--- src/design/hcbd_pkg.sv ---
// Shared types, character constants and codes of the chunked body decoder.
package hcbd_pkg;

   localparam logic [7:0] CH_CR    = 8'h0d;
   localparam logic [7:0] CH_LF    = 8'h0a;
   localparam logic [7:0] CH_TAB   = 8'h09;
   localparam logic [7:0] CH_SEMI  = 8'h3b;
   localparam logic [7:0] CH_COLON = 8'h3a;
   localparam logic [7:0] CH_SPACE = 8'h20;
   localparam logic [7:0] CH_DEL   = 8'h7f;

   localparam logic [1:0] CSR_LINE_MODE = 2'd0;
   localparam logic [1:0] CSR_MAX_LINE  = 2'd1;
   localparam logic [1:0] CSR_MAX_TOTAL = 2'd2;

   localparam logic        LINE_MODE_RESET = 1'b1;
   localparam logic [15:0] MAX_LINE_RESET  = 16'd8192;
   localparam logic [15:0] MAX_TOTAL_RESET = 16'd32768;

   typedef enum logic [1:0] {
      KIND_SILENT,
      KIND_PAYLOAD,
      KIND_DONE,
      KIND_ERROR
   } kind_type;

   typedef enum logic [2:0] {
      ERR_NONE,
      ERR_SIZE_DIGIT,
      ERR_SIZE_OVERFLOW,
      ERR_CHUNK_BREAK,
      ERR_TRAILER,
      ERR_TRAILER_LONG
   } err_type;

   typedef struct packed {
      logic        line_mode;
      logic [15:0] max_line;
      logic [15:0] max_total;
   } cfg_type;

   typedef struct packed {
      logic [7:0] data_byte;
      logic       restart;
   } item_type;

   typedef struct packed {
      kind_type   kind;
      logic [7:0] payload;
      err_type    fault_code;
   } result_type;

   typedef struct packed {
      logic       valid;
      logic [3:0] value;
   } hex_type;

   function automatic hex_type hex_digit(input logic [7:0] c);
      hex_type    h;
      logic [7:0] d;
      h = '0;
      d = '0;
      if (c >= 8'h30 && c <= 8'h39) begin
         d = c - 8'h30;
         h.valid = 1'b1;
      end else if (c >= 8'h61 && c <= 8'h66) begin
         d = c - 8'h57;
         h.valid = 1'b1;
      end else if (c >= 8'h41 && c <= 8'h46) begin
         d = c - 8'h37;
         h.valid = 1'b1;
      end
      h.value = d[3:0];
      return h;
   endfunction

endpackage

--- src/design/hcbd_in_reg.sv ---
// Input register that holds one request until the decoder core takes it.
module hcbd_in_reg (
   input  logic                clock,
   input  logic                reset,
   input  logic                req_tvalid,
   output logic                req_tready,
   input  hcbd_pkg::item_type  req_item,
   input  logic                pop,
   output logic                item_valid,
   output hcbd_pkg::item_type  item
);

   logic               valid_ff;
   logic               valid_in;
   hcbd_pkg::item_type item_ff;
   logic               accept;

   assign req_tready = !valid_ff || pop;
   assign accept     = req_tvalid && req_tready;
   assign valid_in   = accept || (valid_ff && !pop);
   assign item_valid = valid_ff;
   assign item       = item_ff;

   always_ff @(posedge clock) begin
      if (reset) begin
         valid_ff <= 1'b0;
      end else begin
         valid_ff <= valid_in;
      end
      if (accept) begin
         item_ff <= req_item;
      end
   end

endmodule

--- src/design/hcbd_core.sv ---
// Decoder state machine with the registered result stage.
module hcbd_core #(
   parameter int CHUNK_SIZE_BITS = 32
) (
   input  logic                 clock,
   input  logic                 reset,
   input  hcbd_pkg::cfg_type    cfg,
   input  logic                 item_valid,
   input  hcbd_pkg::item_type   item,
   output logic                 pop,
   input  logic                 out_ready,
   output logic                 out_valid,
   output hcbd_pkg::result_type result
);

   typedef enum logic [3:0] {
      PH_SIZE_FIRST,
      PH_SIZE_MORE,
      PH_SIZE_EXT,
      PH_SIZE_CR,
      PH_DATA,
      PH_BRK,
      PH_BRK_LF,
      PH_TR_LINE,
      PH_TR_CR,
      PH_DONE,
      PH_ERROR
   } phase_type;

   typedef struct packed {
      logic        fail;
      logic [15:0] len;
      logic        colon;
      logic        bad;
   } line_type;

   function automatic line_type tr_content(input line_type s, input logic [7:0] c,
                                           input logic [15:0] max_line);
      line_type    r;
      logic [16:0] len1;
      r = s;
      r.fail = 1'b0;
      len1 = {1'b0, s.len} + 17'd1;
      if (len1 > {1'b0, max_line}) begin
         r.fail = 1'b1;
      end else begin
         r.len = len1[15:0];
         if (!s.colon) begin
            if (c == hcbd_pkg::CH_COLON) begin
               r.colon = 1'b1;
               if (len1 == 17'd1) begin
                  r.bad = 1'b1;
               end
            end
         end else if ((c < hcbd_pkg::CH_SPACE && c != hcbd_pkg::CH_TAB) ||
                      c == hcbd_pkg::CH_DEL) begin
            r.bad = 1'b1;
         end
      end
      return r;
   endfunction

   phase_type                  phase_ff, phase_in;
   logic [CHUNK_SIZE_BITS-1:0] rem_ff, rem_in;
   logic [15:0]                len_ff, len_in;
   logic [15:0]                tot_ff, tot_in;
   logic                       colon_ff, colon_in;
   logic                       bad_ff, bad_in;
   hcbd_pkg::err_type          err_ff, err_in;
   logic                       out_valid_ff, out_valid_in;
   hcbd_pkg::result_type       result_ff, result_in;

   logic [7:0]                 c;
   hcbd_pkg::hex_type          hex;
   line_type                   cur, cr_step, tb_src, tb_content, tr_line, end_src;
   logic                       tr_end, tr_fail;
   phase_type                  tr_phase;
   logic [16:0]                sum;
   logic                       size_end_now, fail_now;
   hcbd_pkg::err_type          fail_cause;
   hcbd_pkg::kind_type         kind;
   logic [7:0]                 pay;
   logic                       crlf_here;

   assign pop          = item_valid && (!out_valid_ff || out_ready);
   assign out_valid_in = pop || (out_valid_ff && !out_ready);
   assign out_valid    = out_valid_ff;
   assign result       = result_ff;

   assign c         = item.data_byte;
   assign hex       = hcbd_pkg::hex_digit(c);
   assign crlf_here = (phase_ff == PH_TR_CR) && (c == hcbd_pkg::CH_LF);

   always_comb begin
      cur        = '{fail: 1'b0, len: len_ff, colon: colon_ff, bad: bad_ff};
      cr_step    = tr_content(cur, hcbd_pkg::CH_CR, cfg.max_line);
      tb_src     = (phase_ff == PH_TR_CR) ? cr_step : cur;
      tb_src.fail = 1'b0;
      tb_content = tr_content(tb_src, c, cfg.max_line);
      end_src    = crlf_here ? cur : tb_src;
      sum        = {1'b0, tot_ff} + {1'b0, end_src.len};

      tr_end   = 1'b0;
      tr_fail  = 1'b0;
      tr_phase = PH_TR_LINE;
      tr_line  = tb_src;
      if (crlf_here) begin
         tr_end = 1'b1;
      end else if (phase_ff == PH_TR_CR && cr_step.fail) begin
         tr_fail = 1'b1;
      end else if (cfg.line_mode && c == hcbd_pkg::CH_CR) begin
         tr_phase = PH_TR_CR;
      end else if (!cfg.line_mode && c == hcbd_pkg::CH_LF) begin
         tr_end = 1'b1;
      end else begin
         tr_line = tb_content;
         tr_fail = tb_content.fail;
      end
   end

   always_comb begin
      phase_in     = phase_ff;
      rem_in       = rem_ff;
      len_in       = len_ff;
      tot_in       = tot_ff;
      colon_in     = colon_ff;
      bad_in       = bad_ff;
      err_in       = err_ff;
      kind         = hcbd_pkg::KIND_SILENT;
      pay          = '0;
      size_end_now = 1'b0;
      fail_now     = 1'b0;
      fail_cause   = hcbd_pkg::ERR_NONE;

      case (phase_ff)
         PH_SIZE_FIRST, PH_SIZE_MORE: begin
            if (cfg.line_mode && c == hcbd_pkg::CH_CR) begin
               if (phase_ff == PH_SIZE_FIRST) begin
                  fail_now   = 1'b1;
                  fail_cause = hcbd_pkg::ERR_SIZE_DIGIT;
               end else begin
                  phase_in = PH_SIZE_CR;
               end
            end else if (!cfg.line_mode && c == hcbd_pkg::CH_LF) begin
               if (phase_ff == PH_SIZE_FIRST) begin
                  fail_now   = 1'b1;
                  fail_cause = hcbd_pkg::ERR_SIZE_DIGIT;
               end else begin
                  size_end_now = 1'b1;
               end
            end else if (c == hcbd_pkg::CH_SEMI) begin
               if (phase_ff == PH_SIZE_FIRST) begin
                  fail_now   = 1'b1;
                  fail_cause = hcbd_pkg::ERR_SIZE_DIGIT;
               end else begin
                  phase_in = PH_SIZE_EXT;
               end
            end else if (!hex.valid) begin
               fail_now   = 1'b1;
               fail_cause = hcbd_pkg::ERR_SIZE_DIGIT;
            end else if (rem_ff[CHUNK_SIZE_BITS-1 -: 4] != 4'd0) begin
               fail_now   = 1'b1;
               fail_cause = hcbd_pkg::ERR_SIZE_OVERFLOW;
            end else begin
               rem_in   = {rem_ff[CHUNK_SIZE_BITS-5:0], hex.value};
               phase_in = PH_SIZE_MORE;
            end
         end
         PH_SIZE_EXT: begin
            if (cfg.line_mode && c == hcbd_pkg::CH_CR) begin
               phase_in = PH_SIZE_CR;
            end else if (!cfg.line_mode && c == hcbd_pkg::CH_LF) begin
               size_end_now = 1'b1;
            end
         end
         PH_SIZE_CR: begin
            if (c == hcbd_pkg::CH_LF) begin
               size_end_now = 1'b1;
            end else begin
               fail_now   = 1'b1;
               fail_cause = hcbd_pkg::ERR_SIZE_DIGIT;
            end
         end
         PH_DATA: begin
            kind   = hcbd_pkg::KIND_PAYLOAD;
            pay    = c;
            rem_in = rem_ff - CHUNK_SIZE_BITS'(1);
            if (rem_ff == CHUNK_SIZE_BITS'(1)) begin
               phase_in = PH_BRK;
            end
         end
         PH_BRK: begin
            if (cfg.line_mode) begin
               if (c == hcbd_pkg::CH_CR) begin
                  phase_in = PH_BRK_LF;
               end else begin
                  fail_now   = 1'b1;
                  fail_cause = hcbd_pkg::ERR_CHUNK_BREAK;
               end
            end else if (c == hcbd_pkg::CH_LF) begin
               rem_in   = '0;
               phase_in = PH_SIZE_FIRST;
            end else begin
               fail_now   = 1'b1;
               fail_cause = hcbd_pkg::ERR_CHUNK_BREAK;
            end
         end
         PH_BRK_LF: begin
            if (c == hcbd_pkg::CH_LF) begin
               rem_in   = '0;
               phase_in = PH_SIZE_FIRST;
            end else begin
               fail_now   = 1'b1;
               fail_cause = hcbd_pkg::ERR_CHUNK_BREAK;
            end
         end
         PH_TR_LINE, PH_TR_CR: begin
            if (tr_fail) begin
               fail_now   = 1'b1;
               fail_cause = hcbd_pkg::ERR_TRAILER_LONG;
            end else if (tr_end) begin
               if (end_src.len == 16'd0) begin
                  phase_in = PH_DONE;
                  kind     = hcbd_pkg::KIND_DONE;
               end else if (sum > {1'b0, cfg.max_total}) begin
                  fail_now   = 1'b1;
                  fail_cause = hcbd_pkg::ERR_TRAILER_LONG;
               end else if (end_src.bad || !end_src.colon) begin
                  fail_now   = 1'b1;
                  fail_cause = hcbd_pkg::ERR_TRAILER;
               end else begin
                  tot_in   = sum[15:0];
                  len_in   = '0;
                  colon_in = 1'b0;
                  bad_in   = 1'b0;
                  phase_in = PH_TR_LINE;
               end
            end else begin
               phase_in = tr_phase;
               len_in   = tr_line.len;
               colon_in = tr_line.colon;
               bad_in   = tr_line.bad;
            end
         end
         PH_DONE: begin
            phase_in = PH_DONE;
         end
         default: begin
            phase_in = PH_ERROR;
            kind     = hcbd_pkg::KIND_ERROR;
         end
      endcase

      if (size_end_now) begin
         if (rem_ff == '0) begin
            tot_in   = '0;
            len_in   = '0;
            colon_in = 1'b0;
            bad_in   = 1'b0;
            phase_in = PH_TR_LINE;
         end else begin
            phase_in = PH_DATA;
         end
      end

      if (fail_now) begin
         phase_in = PH_ERROR;
         err_in   = fail_cause;
         kind     = hcbd_pkg::KIND_ERROR;
      end

      if (item.restart) begin
         phase_in = PH_SIZE_FIRST;
         rem_in   = '0;
         len_in   = '0;
         tot_in   = '0;
         colon_in = 1'b0;
         bad_in   = 1'b0;
         err_in   = hcbd_pkg::ERR_NONE;
         kind     = hcbd_pkg::KIND_SILENT;
      end

      result_in.kind       = kind;
      result_in.payload    = (kind == hcbd_pkg::KIND_PAYLOAD) ? pay : 8'd0;
      result_in.fault_code = (kind == hcbd_pkg::KIND_ERROR) ? err_in : hcbd_pkg::ERR_NONE;
   end

   always_ff @(posedge clock) begin
      if (reset) begin
         phase_ff     <= PH_SIZE_FIRST;
         rem_ff       <= '0;
         len_ff       <= '0;
         tot_ff       <= '0;
         colon_ff     <= 1'b0;
         bad_ff       <= 1'b0;
         err_ff       <= hcbd_pkg::ERR_NONE;
         out_valid_ff <= 1'b0;
      end else begin
         out_valid_ff <= out_valid_in;
         if (pop) begin
            phase_ff <= phase_in;
            rem_ff   <= rem_in;
            len_ff   <= len_in;
            tot_ff   <= tot_in;
            colon_ff <= colon_in;
            bad_ff   <= bad_in;
            err_ff   <= err_in;
         end
      end
      if (pop) begin
         result_ff <= result_in;
      end
   end

endmodule

--- src/design/http_chunked_body_decoder.sv ---
// Top level of the HTTP chunked body decoder with its control registers.
//
//   channel   direction  contents
//   req_*     in         tdata: data_byte[7:0]; tuser: restart[0]
//   rsp_*     out        tdata: payload[7:0], fault_code[10:8]; tuser: kind[1:0]
//   csr_*     in         write enable, register index, write data
//
// One byte is decoded per clock unless the result side stalls; each request yields
// one result, held in the input register and presented from the result register.
// A new request is taken each cycle while the result side keeps up, and one more
// while a finished result waits. Reset is synchronous and restores the register
// defaults and the state that awaits the first size line.
module http_chunked_body_decoder #(
   parameter int CHUNK_SIZE_BITS = 32
) (
   input  logic        clock,
   input  logic        reset,
   input  logic        req_tvalid,
   output logic        req_tready,
   input  logic [7:0]  req_tdata,   // data_byte
   input  logic [0:0]  req_tuser,   // restart
   output logic        rsp_tvalid,
   input  logic        rsp_tready,
   output logic [15:0] rsp_tdata,   // payload, fault_code, zero fill
   output logic [1:0]  rsp_tuser,   // kind
   input  logic        csr_we,
   input  logic [1:0]  csr_addr,
   input  logic [15:0] csr_wdata
);

   hcbd_pkg::cfg_type    cfg_ff;
   hcbd_pkg::item_type   req_item;
   hcbd_pkg::item_type   item;
   hcbd_pkg::result_type result;
   logic                 item_valid;
   logic                 pop;

   always_ff @(posedge clock) begin
      if (reset) begin
         cfg_ff.line_mode <= hcbd_pkg::LINE_MODE_RESET;
         cfg_ff.max_line  <= hcbd_pkg::MAX_LINE_RESET;
         cfg_ff.max_total <= hcbd_pkg::MAX_TOTAL_RESET;
      end else if (csr_we) begin
         case (csr_addr)
            hcbd_pkg::CSR_LINE_MODE: cfg_ff.line_mode <= csr_wdata[0];
            hcbd_pkg::CSR_MAX_LINE:  cfg_ff.max_line  <= csr_wdata;
            hcbd_pkg::CSR_MAX_TOTAL: cfg_ff.max_total <= csr_wdata;
            default: begin
            end
         endcase
      end
   end

   assign req_item.data_byte = req_tdata;
   assign req_item.restart   = req_tuser[0];

   hcbd_in_reg u_in_reg (
      .clock      (clock),
      .reset      (reset),
      .req_tvalid (req_tvalid),
      .req_tready (req_tready),
      .req_item   (req_item),
      .pop        (pop),
      .item_valid (item_valid),
      .item       (item)
   );

   hcbd_core #(
      .CHUNK_SIZE_BITS (CHUNK_SIZE_BITS)
   ) u_core (
      .clock      (clock),
      .reset      (reset),
      .cfg        (cfg_ff),
      .item_valid (item_valid),
      .item       (item),
      .pop        (pop),
      .out_ready  (rsp_tready),
      .out_valid  (rsp_tvalid),
      .result     (result)
   );

   assign rsp_tdata = {5'd0, result.fault_code, result.payload};
   assign rsp_tuser = result.kind;

   a_error_has_cause: assert property (@(posedge clock) disable iff (reset)
      (rsp_tvalid && result.kind == hcbd_pkg::KIND_ERROR) |->
         result.fault_code != hcbd_pkg::ERR_NONE)
      else $error("Error result carries no cause.");

   a_payload_only_on_data: assert property (@(posedge clock) disable iff (reset)
      (rsp_tvalid && result.kind != hcbd_pkg::KIND_PAYLOAD) |-> result.payload == 8'd0)
      else $error("Payload set on a result that is not a payload byte.");

   a_item_kept: assert property (@(posedge clock) disable iff (reset)
      (item_valid && !pop) |=> item_valid)
      else $error("A held request was dropped.");

   a_pop_gives_result: assert property (@(posedge clock) disable iff (reset)
      pop |=> rsp_tvalid)
      else $error("A decoded request produced no result.");

endmodule

--- config.mk ---
export PLATFORM = sky130hd
export DESIGN_NAME = http_chunked_body_decoder
export DESIGN_NICKNAME = d
export VERILOG_FILES = /design/src/design/hcbd_pkg.sv /design/src/design/hcbd_in_reg.sv /design/src/design/hcbd_core.sv /design/src/design/http_chunked_body_decoder.sv
export SDC_FILE = /design/constraint.sdc
export NUM_CORES = 1
export LEC_CHECK = 0
export BUFFER_PORTS_ARGS = -buffer_cell sky130_fd_sc_hd__buf_2
export CAP_MARGIN = 20
export CORE_UTILIZATION = 60
export CTS_CLUSTER_SIZE = 30
export DETAILED_ROUTE_END_ITERATION = 12
export PLACE_DENSITY = 0.74
export SLEW_MARGIN = 20
export SYNTH_ARGS = -nofsm -noshare
export SYNTH_HDL_FRONTEND = slang
export SYNTH_SLANG_ARGS = --single-unit
--- constraint.sdc ---
create_clock -name clock -period 10.7 [get_ports clock]
set_input_delay 2.14 -clock clock [delete_from_list [all_inputs] [get_ports clock]]
set_output_delay 2.14 -clock clock [all_outputs]
set_load 0.005 [all_outputs]
==> results of run 1 <==
path summary, 6_finish.rpt:
kind | end | slack (ps) | cells after the start
setup reg to reg | u_core.result[1] | 1210 | 38
setup / recovery | u_core.result[1] | 1210 | 38
hold reg to reg | cfg_ff[2] | 450 | 2
hold / removal | cfg_ff[2] | 450 | 2
registers in the layout, summed over array words and instances, names as in the netlist:
register,count
cfg_ff,33
u_in_reg.item,9
u_core.err_ff,3
u_core.tot_ff,16
u_core.rem_ff,32
u_in_reg.item_valid,1
u_core.bad_ff,1
u_core.result,13
u_core.len_ff,16
u_core.out_valid,1
u_core.phase_ff,4
u_core.colon_ff,1
kinds of logic (layout without fill, tap and decap cells):
group                      count (synthesis)  in the layout  synth area share [%]
AOI/OAI and AO/OA                        369            369                  23.5
xor gates and xnor gates                 103            103                  8.88
adders and majority gates                 76             76                  9.33
buffers and inverters                    156            166                  6.39
DFF                                      130            130                  27.5
muxes                                      2              2                 0.195
other                                      1              5                0.0366
and+or+nand+nor                          503            503                  24.1
synth_stat cells, types with 14 or more instances:
master / number / area share, %
nand3_1: 42 / 2.1
edfxtp_1: 22 / 6.4
dfxtp_1: 108 / 21
xor2_1: 26 / 2.2
clkbuf_1: 60 / 2.2
nor2_1: 125 / 4.6
a22o_1: 19 / 1.6
nor3_1: 59 / 2.9
inv_1: 71 / 2.6
nand2_1: 136 / 5.0
o22ai_1: 14 / 0.85
ha_1: 74 / 9.0
a22oi_1: 27 / 2.0
a31oi_1: 15 / 0.92
a21oi_1: 125 / 6.1
nor4_1: 18 / 1.1
xnor2_1: 76 / 6.5
o211ai_1: 24 / 1.8
o21ai_0: 50 / 2.4
nand4_1: 22 / 1.3
power by group through the flow:
| stage | Clock [W] | Combinational [W] | Sequential (W) |
|---|---|---|---|
| 2_1_floorplan | 0 | 0.0000762 | 0.000523 |
| 3_3_place_gp | 0 | 0.000104 | 0.000528 |
| 3_5_place_dp | 0 | 0.000105 | 0.000528 |
| 4_1_cts | 0.000614 | 0.000106 | 0.000517 |
| 5_1_grt | 0.000636 | 0.000118 | 0.000519 |
| 6_report | 0.000608 | 0.000108 | 0.000517 |
per-stage QoR:
| step | hold slack, ps | cell area [sq um] | std cells | total power, W |
|---|---|---|---|---|
| after floorplan | 429 | 10300 | 1344 | 0.000599 |
| after global placement | 442 | 10500 | 1542 | 0.000632 |
| after detailed placement | 445 | 10500 | 1542 | 0.000633 |
| after CTS | 455 | 11100 | 1574 | 0.00124 |
| after global routing | 476 | 11100 | 1574 | 0.00127 |
| final | 453 | 11100 | 1574 | 0.00123 |
cell type report:
class / instances / area [sq um]
Multi-Input combinational cell: 1058 / 6790
Fill cell: 1451 / 5530
Sequential cell: 130 / 2820
Clock buffer: 22 / 484
Timing Repair Buffer: 61 / 343
Tap cell: 220 / 275
Inverter: 73 / 274
Clock inverter: 10 / 121
worst max-delay path: cells and delay by family (launching register included):
| kind | cells | cell delay (ps) |
|---|---|---|
| buffers and inverters | 1 | 210 |
| AO/OA/AOI/OAI | 18 | 4080 |
| XOR/XNOR | 2 | 310 |
| AND/OR/NAND/NOR | 13 | 2750 |
| flip-flops | 1 | 500 |
| adder cells (fa/ha/maj) | 4 | 1430 |
routing by layer:
layer | wire, um | vias to the layer above
met1 | 12900 | 4684
met4 | 1060 | 0
met3 | 1770 | 70
li1 | - | 4858
met5 | 0 | -
met2 | 14300 | 360
==> metrics, run 1 <==
largest net degree at the start of global routing 60; clock network power share 49.3%; CTS max path bufs 2; Int Pwr 0.000914 W; Worst-path clk slew 70 ps; leak pwr 4.23 nW; VDD IR-drop max 113 uV; I/O pin count 52; Switching Fraction 25.9%; sw power 0.000319 W; # diodes 0; GRT busiest layer met2; gr usage total 34.5%; Nets 1448; CP Class reg2reg; H-Tree Depth 4; status finished, final reports clean; endpoint class of the critical path flip-flop; first-pass GRT wire length 48200 um; final setup TNS 0 ps; Worst-Margin Slew 997 ps; fmax 0.105 GHz; Layout area overhead 8.40%; Worst path max stage delay 560 ps; TritonCTS clock tree built; # DRC 0; antenna violations before repair 0; fin worst setup slack 1210 ps; Req. time, crit path 10950 ps; gpl congestion 1.00; core area 16600 sq um; gr ovfl total 0; Hold Crit Start cfg_ff[2]; post-CTS resize count 0; R2R Path Start u_core.len_ff[0]; input/output buffers 46; startpoint types flip-flop; Most common cell on crit path a21oi_1; GR met1 Demand/Resource 43.4%; synthesized area 10200 sq um; Power Dens Cells 111 nW/um^2; Seq cells post-synth 130; crit share post-route 88.7%; asr flop ratio synth 0%; commonest non-fill, non-tap cell in the layout nand2_1; clock sinks 130; Die X 133 um; vias in the first global route 9224; Die Y 133 um; Root Driver clkbuf_16; postcts setup bufs 0; WP data arrival 9740 ps; clk_lat worst skew 430 ps; Initial Utilization 61.6%; Final setup viols 0; Slew headroom 32.6%; combinational share of power 8.8%; Antenna Nets Post-Route 0; slowest CP cell o41ai_1; Max Slew Vio Count 0; dpl hpwl 22000 um; Vias 9972; # hold bufs at CTS 0; GR Util met2 58.1%; min cycle time layout 9490 ps; final wirelength 30100 um; layout cells sized above 1 8.64%; Seq/Total Area, Yosys 27.5%; register share of total power 41.9%; Mapped Cells 1340; Place WS 1500 ps; crit path launch u_core.len_ff[0]; number of failing hold endpoints at the final stage 0; 1st-iter DRT viols 822; die area 17600 sq um; worst hold path type reg2reg; clk_skew 11.5 ps; Ys Warns 0; Via density 6.34; met3 Usage GRT 6.13%; most frequent cells in the layout 135 x nand2_1, 125 x nor2_1, 125 x a21oi_1, 108 x dfxtp_1, 76 x xnor2_1; Avg WL per Cell 19.1 um; Crit Path Max Fanout 16; Syn Area/Cell 7.65 sq um; synth unique cells 84; row cnt 47; RSZ-0062 raised after global routing false; max-cap violation count 0; fin util 66.7%; number of flops mapped to enable cells by yosys 22; Main synth FF type dfxtp_1; drt first pass iters 5; CTS buffer count 17
No activity file was read; power rests on OpenSTA's default activity.
==> inputs of run 2 (changes only) <==
- CELL_PAD_IN_SITES_DETAIL_PLACEMENT: unset -> 1
- CELL_PAD_IN_SITES_GLOBAL_PLACEMENT: unset -> 2
- CORE_UTILIZATION: 60 -> 37
- PLACE_DENSITY: 0.74 -> 0.77
==> metrics, run 2 (same netlist as run 1, synthesis figures left out) <==
sw power 0.000347 W; worst r2r path cells 38; combinational share of power 9.1%; # DRC 0; slowest CP cell o21ai_1; max-cap violation count 0; TritonCTS clock tree built; min cycle time layout 9680 ps; R2R Path Start u_core.len_ff[0]; clock network power share 49.1%; met1 WL 16800 um; number of failing hold endpoints at the final stage 0; row cnt 60; I/O pin count 52; commonest non-fill, non-tap cell in the layout nand2_1; clk_lat worst skew 430 ps; Req. time, crit path 10990 ps; Most common cell on crit path a21oi_1; Crit path depth 38; Avg WL per Cell 21.2 um; worst hold path type reg2reg; Vias 10000; Min-Delay Path Depth 2; die area 28400 sq um; final wirelength 36100 um; drt first pass iters 5; Worst-Margin Slew 1030 ps; Buf+Inv Stages, Crit Path 2; dpl hpwl 27000 um; Crit Path Max Fanout 16; Switching Fraction 28.0%; Most flops, register cfg_ff; WP data arrival 9970 ps; gr ovfl total 0; startpoint types flip-flop; register share of total power 41.7%; Layout area overhead 10.0%; Hold Crit Start u_core.err_ff[0]; clock sinks 130; # diodes 0; Antenna Nets Post-Route 0; met2 WL 17500 um; max reg flops 33; Root Driver clkbuf_16; Via density 5.89; CTS max path bufs 2; 1st-iter DRT viols 744; vias in the first global route 10100; # hold bufs at CTS 0; Final setup viols 0; input/output buffers 46; CP Class reg2reg; Initial Utilization 37.9%; Max Slew Vio Count 0; largest registers cfg_ff: 33 flops, u_core.rem_ff: 32 flops; CTS buffer count 17; gr usage total 25.9%; Worst Hold End u_core.err_ff[0]; Slew headroom 30.7%; largest net degree at the start of global routing 60; most frequent cells in the layout 135 x nand2_1, 125 x nor2_1, 124 x a21oi_1, 108 x dfxtp_1, 76 x xnor2_1; crit share post-route 90.5%; RSZ-0062 raised after global routing false; H-Tree Depth 4; core area 27000 sq um; gpl congestion 0.926; leak pwr 4.25 nW; first-pass GRT wire length 57600 um; Die X 168 um; status finished, final reports clean; Power Dens Cells 110 nW/um^2; Die Y 168 um; post-CTS resize count 0; Int Pwr 0.000894 W; Worst-path clk slew 60 ps; Top delay family on crit path compound AO/OA/AOI/OAI gates; worst reg2reg endpoint u_core.len_ff[2]; final setup TNS 0 ps; WHS 454 ps; VDD IR-drop max 80.1 uV; met3 WL post-DR 1100 um; uppermost layer routed met4; Worst path max stage delay 630 ps; postcts setup bufs 0; layout cells sized above 1 8.98%; Nets 1452; fmax 0.103 GHz; antenna violations before repair 0; FF-to-FF setup slack 1020 ps; endpoint class of the critical path flip-flop; clk_skew 14.9 ps
[run 2: area by class of cell]
type	count	area (sq um)
well taps	341	427
multi-input cells	1058	6800
repair buffers	65	373
flip-flops and latches	130	2820
fillers	3348	15700
clock buffers	19	433
inverters	73	274
clock inverters	13	149
[run 2: worst max-delay path by stage]
stage                                start                to  slack, ps
final                     u_core.len_ff[0]  u_core.len_ff[2]       1020
after global routing      u_core.len_ff[0]  u_core.err_ff[1]         60
after CTS                 u_core.len_ff[0]  u_core.len_ff[2]        890
after detailed placement  u_core.len_ff[0]  u_core.len_ff[2]       1060
after global placement    u_core.len_ff[0]  u_core.len_ff[2]       1360
after floorplan           u_core.len_ff[2]  u_core.result[0]       2900
[run 2: tightest hold or removal path, stage by stage (launching register included)]
cell and delay [ps]:
dfxtp_1 310, inv_1 50, o22ai_1 50
[run 2: per-layer routing]
metal / global-route usage [%] / vias up
li1: - / 4861
met1: 33.4 / 4904
met2: 45.2 / 197
met3: 3.20 / 38
met4: 7.47 / 0
met5: 0 / -
[run 2: stage by stage]
stage / cell area, sq um / util, % / setup WS, ps / std cells / total power, W
5_1_grt: 11300 / 41.7 / 58.0 / 1699 / 0.00129
3_3_place_gp: 10700 / 39.5 / 1360 / 1667 / 0.000640
4_1_cts: 11300 / 41.7 / 893 / 1699 / 0.00125
6_report: 11300 / 41.7 / 1020 / 1699 / 0.00124
2_1_floorplan: 10300 / - / 2900 / 1344 / 0.000599
3_5_place_dp: 10700 / 39.5 / 1060 / 1667 / 0.000641
[run 2: power groups by stage]
stage	Clock (W)	Combinational (W)	Sequential [W]
floorplan	0	0.0000762	0.000523
finish	0.000610	0.000113	0.000518
detailed placement	0	0.000113	0.000529
global placement	0	0.000112	0.000529
CTS	0.000619	0.000114	0.000518
global route	0.000641	0.000125	0.000519
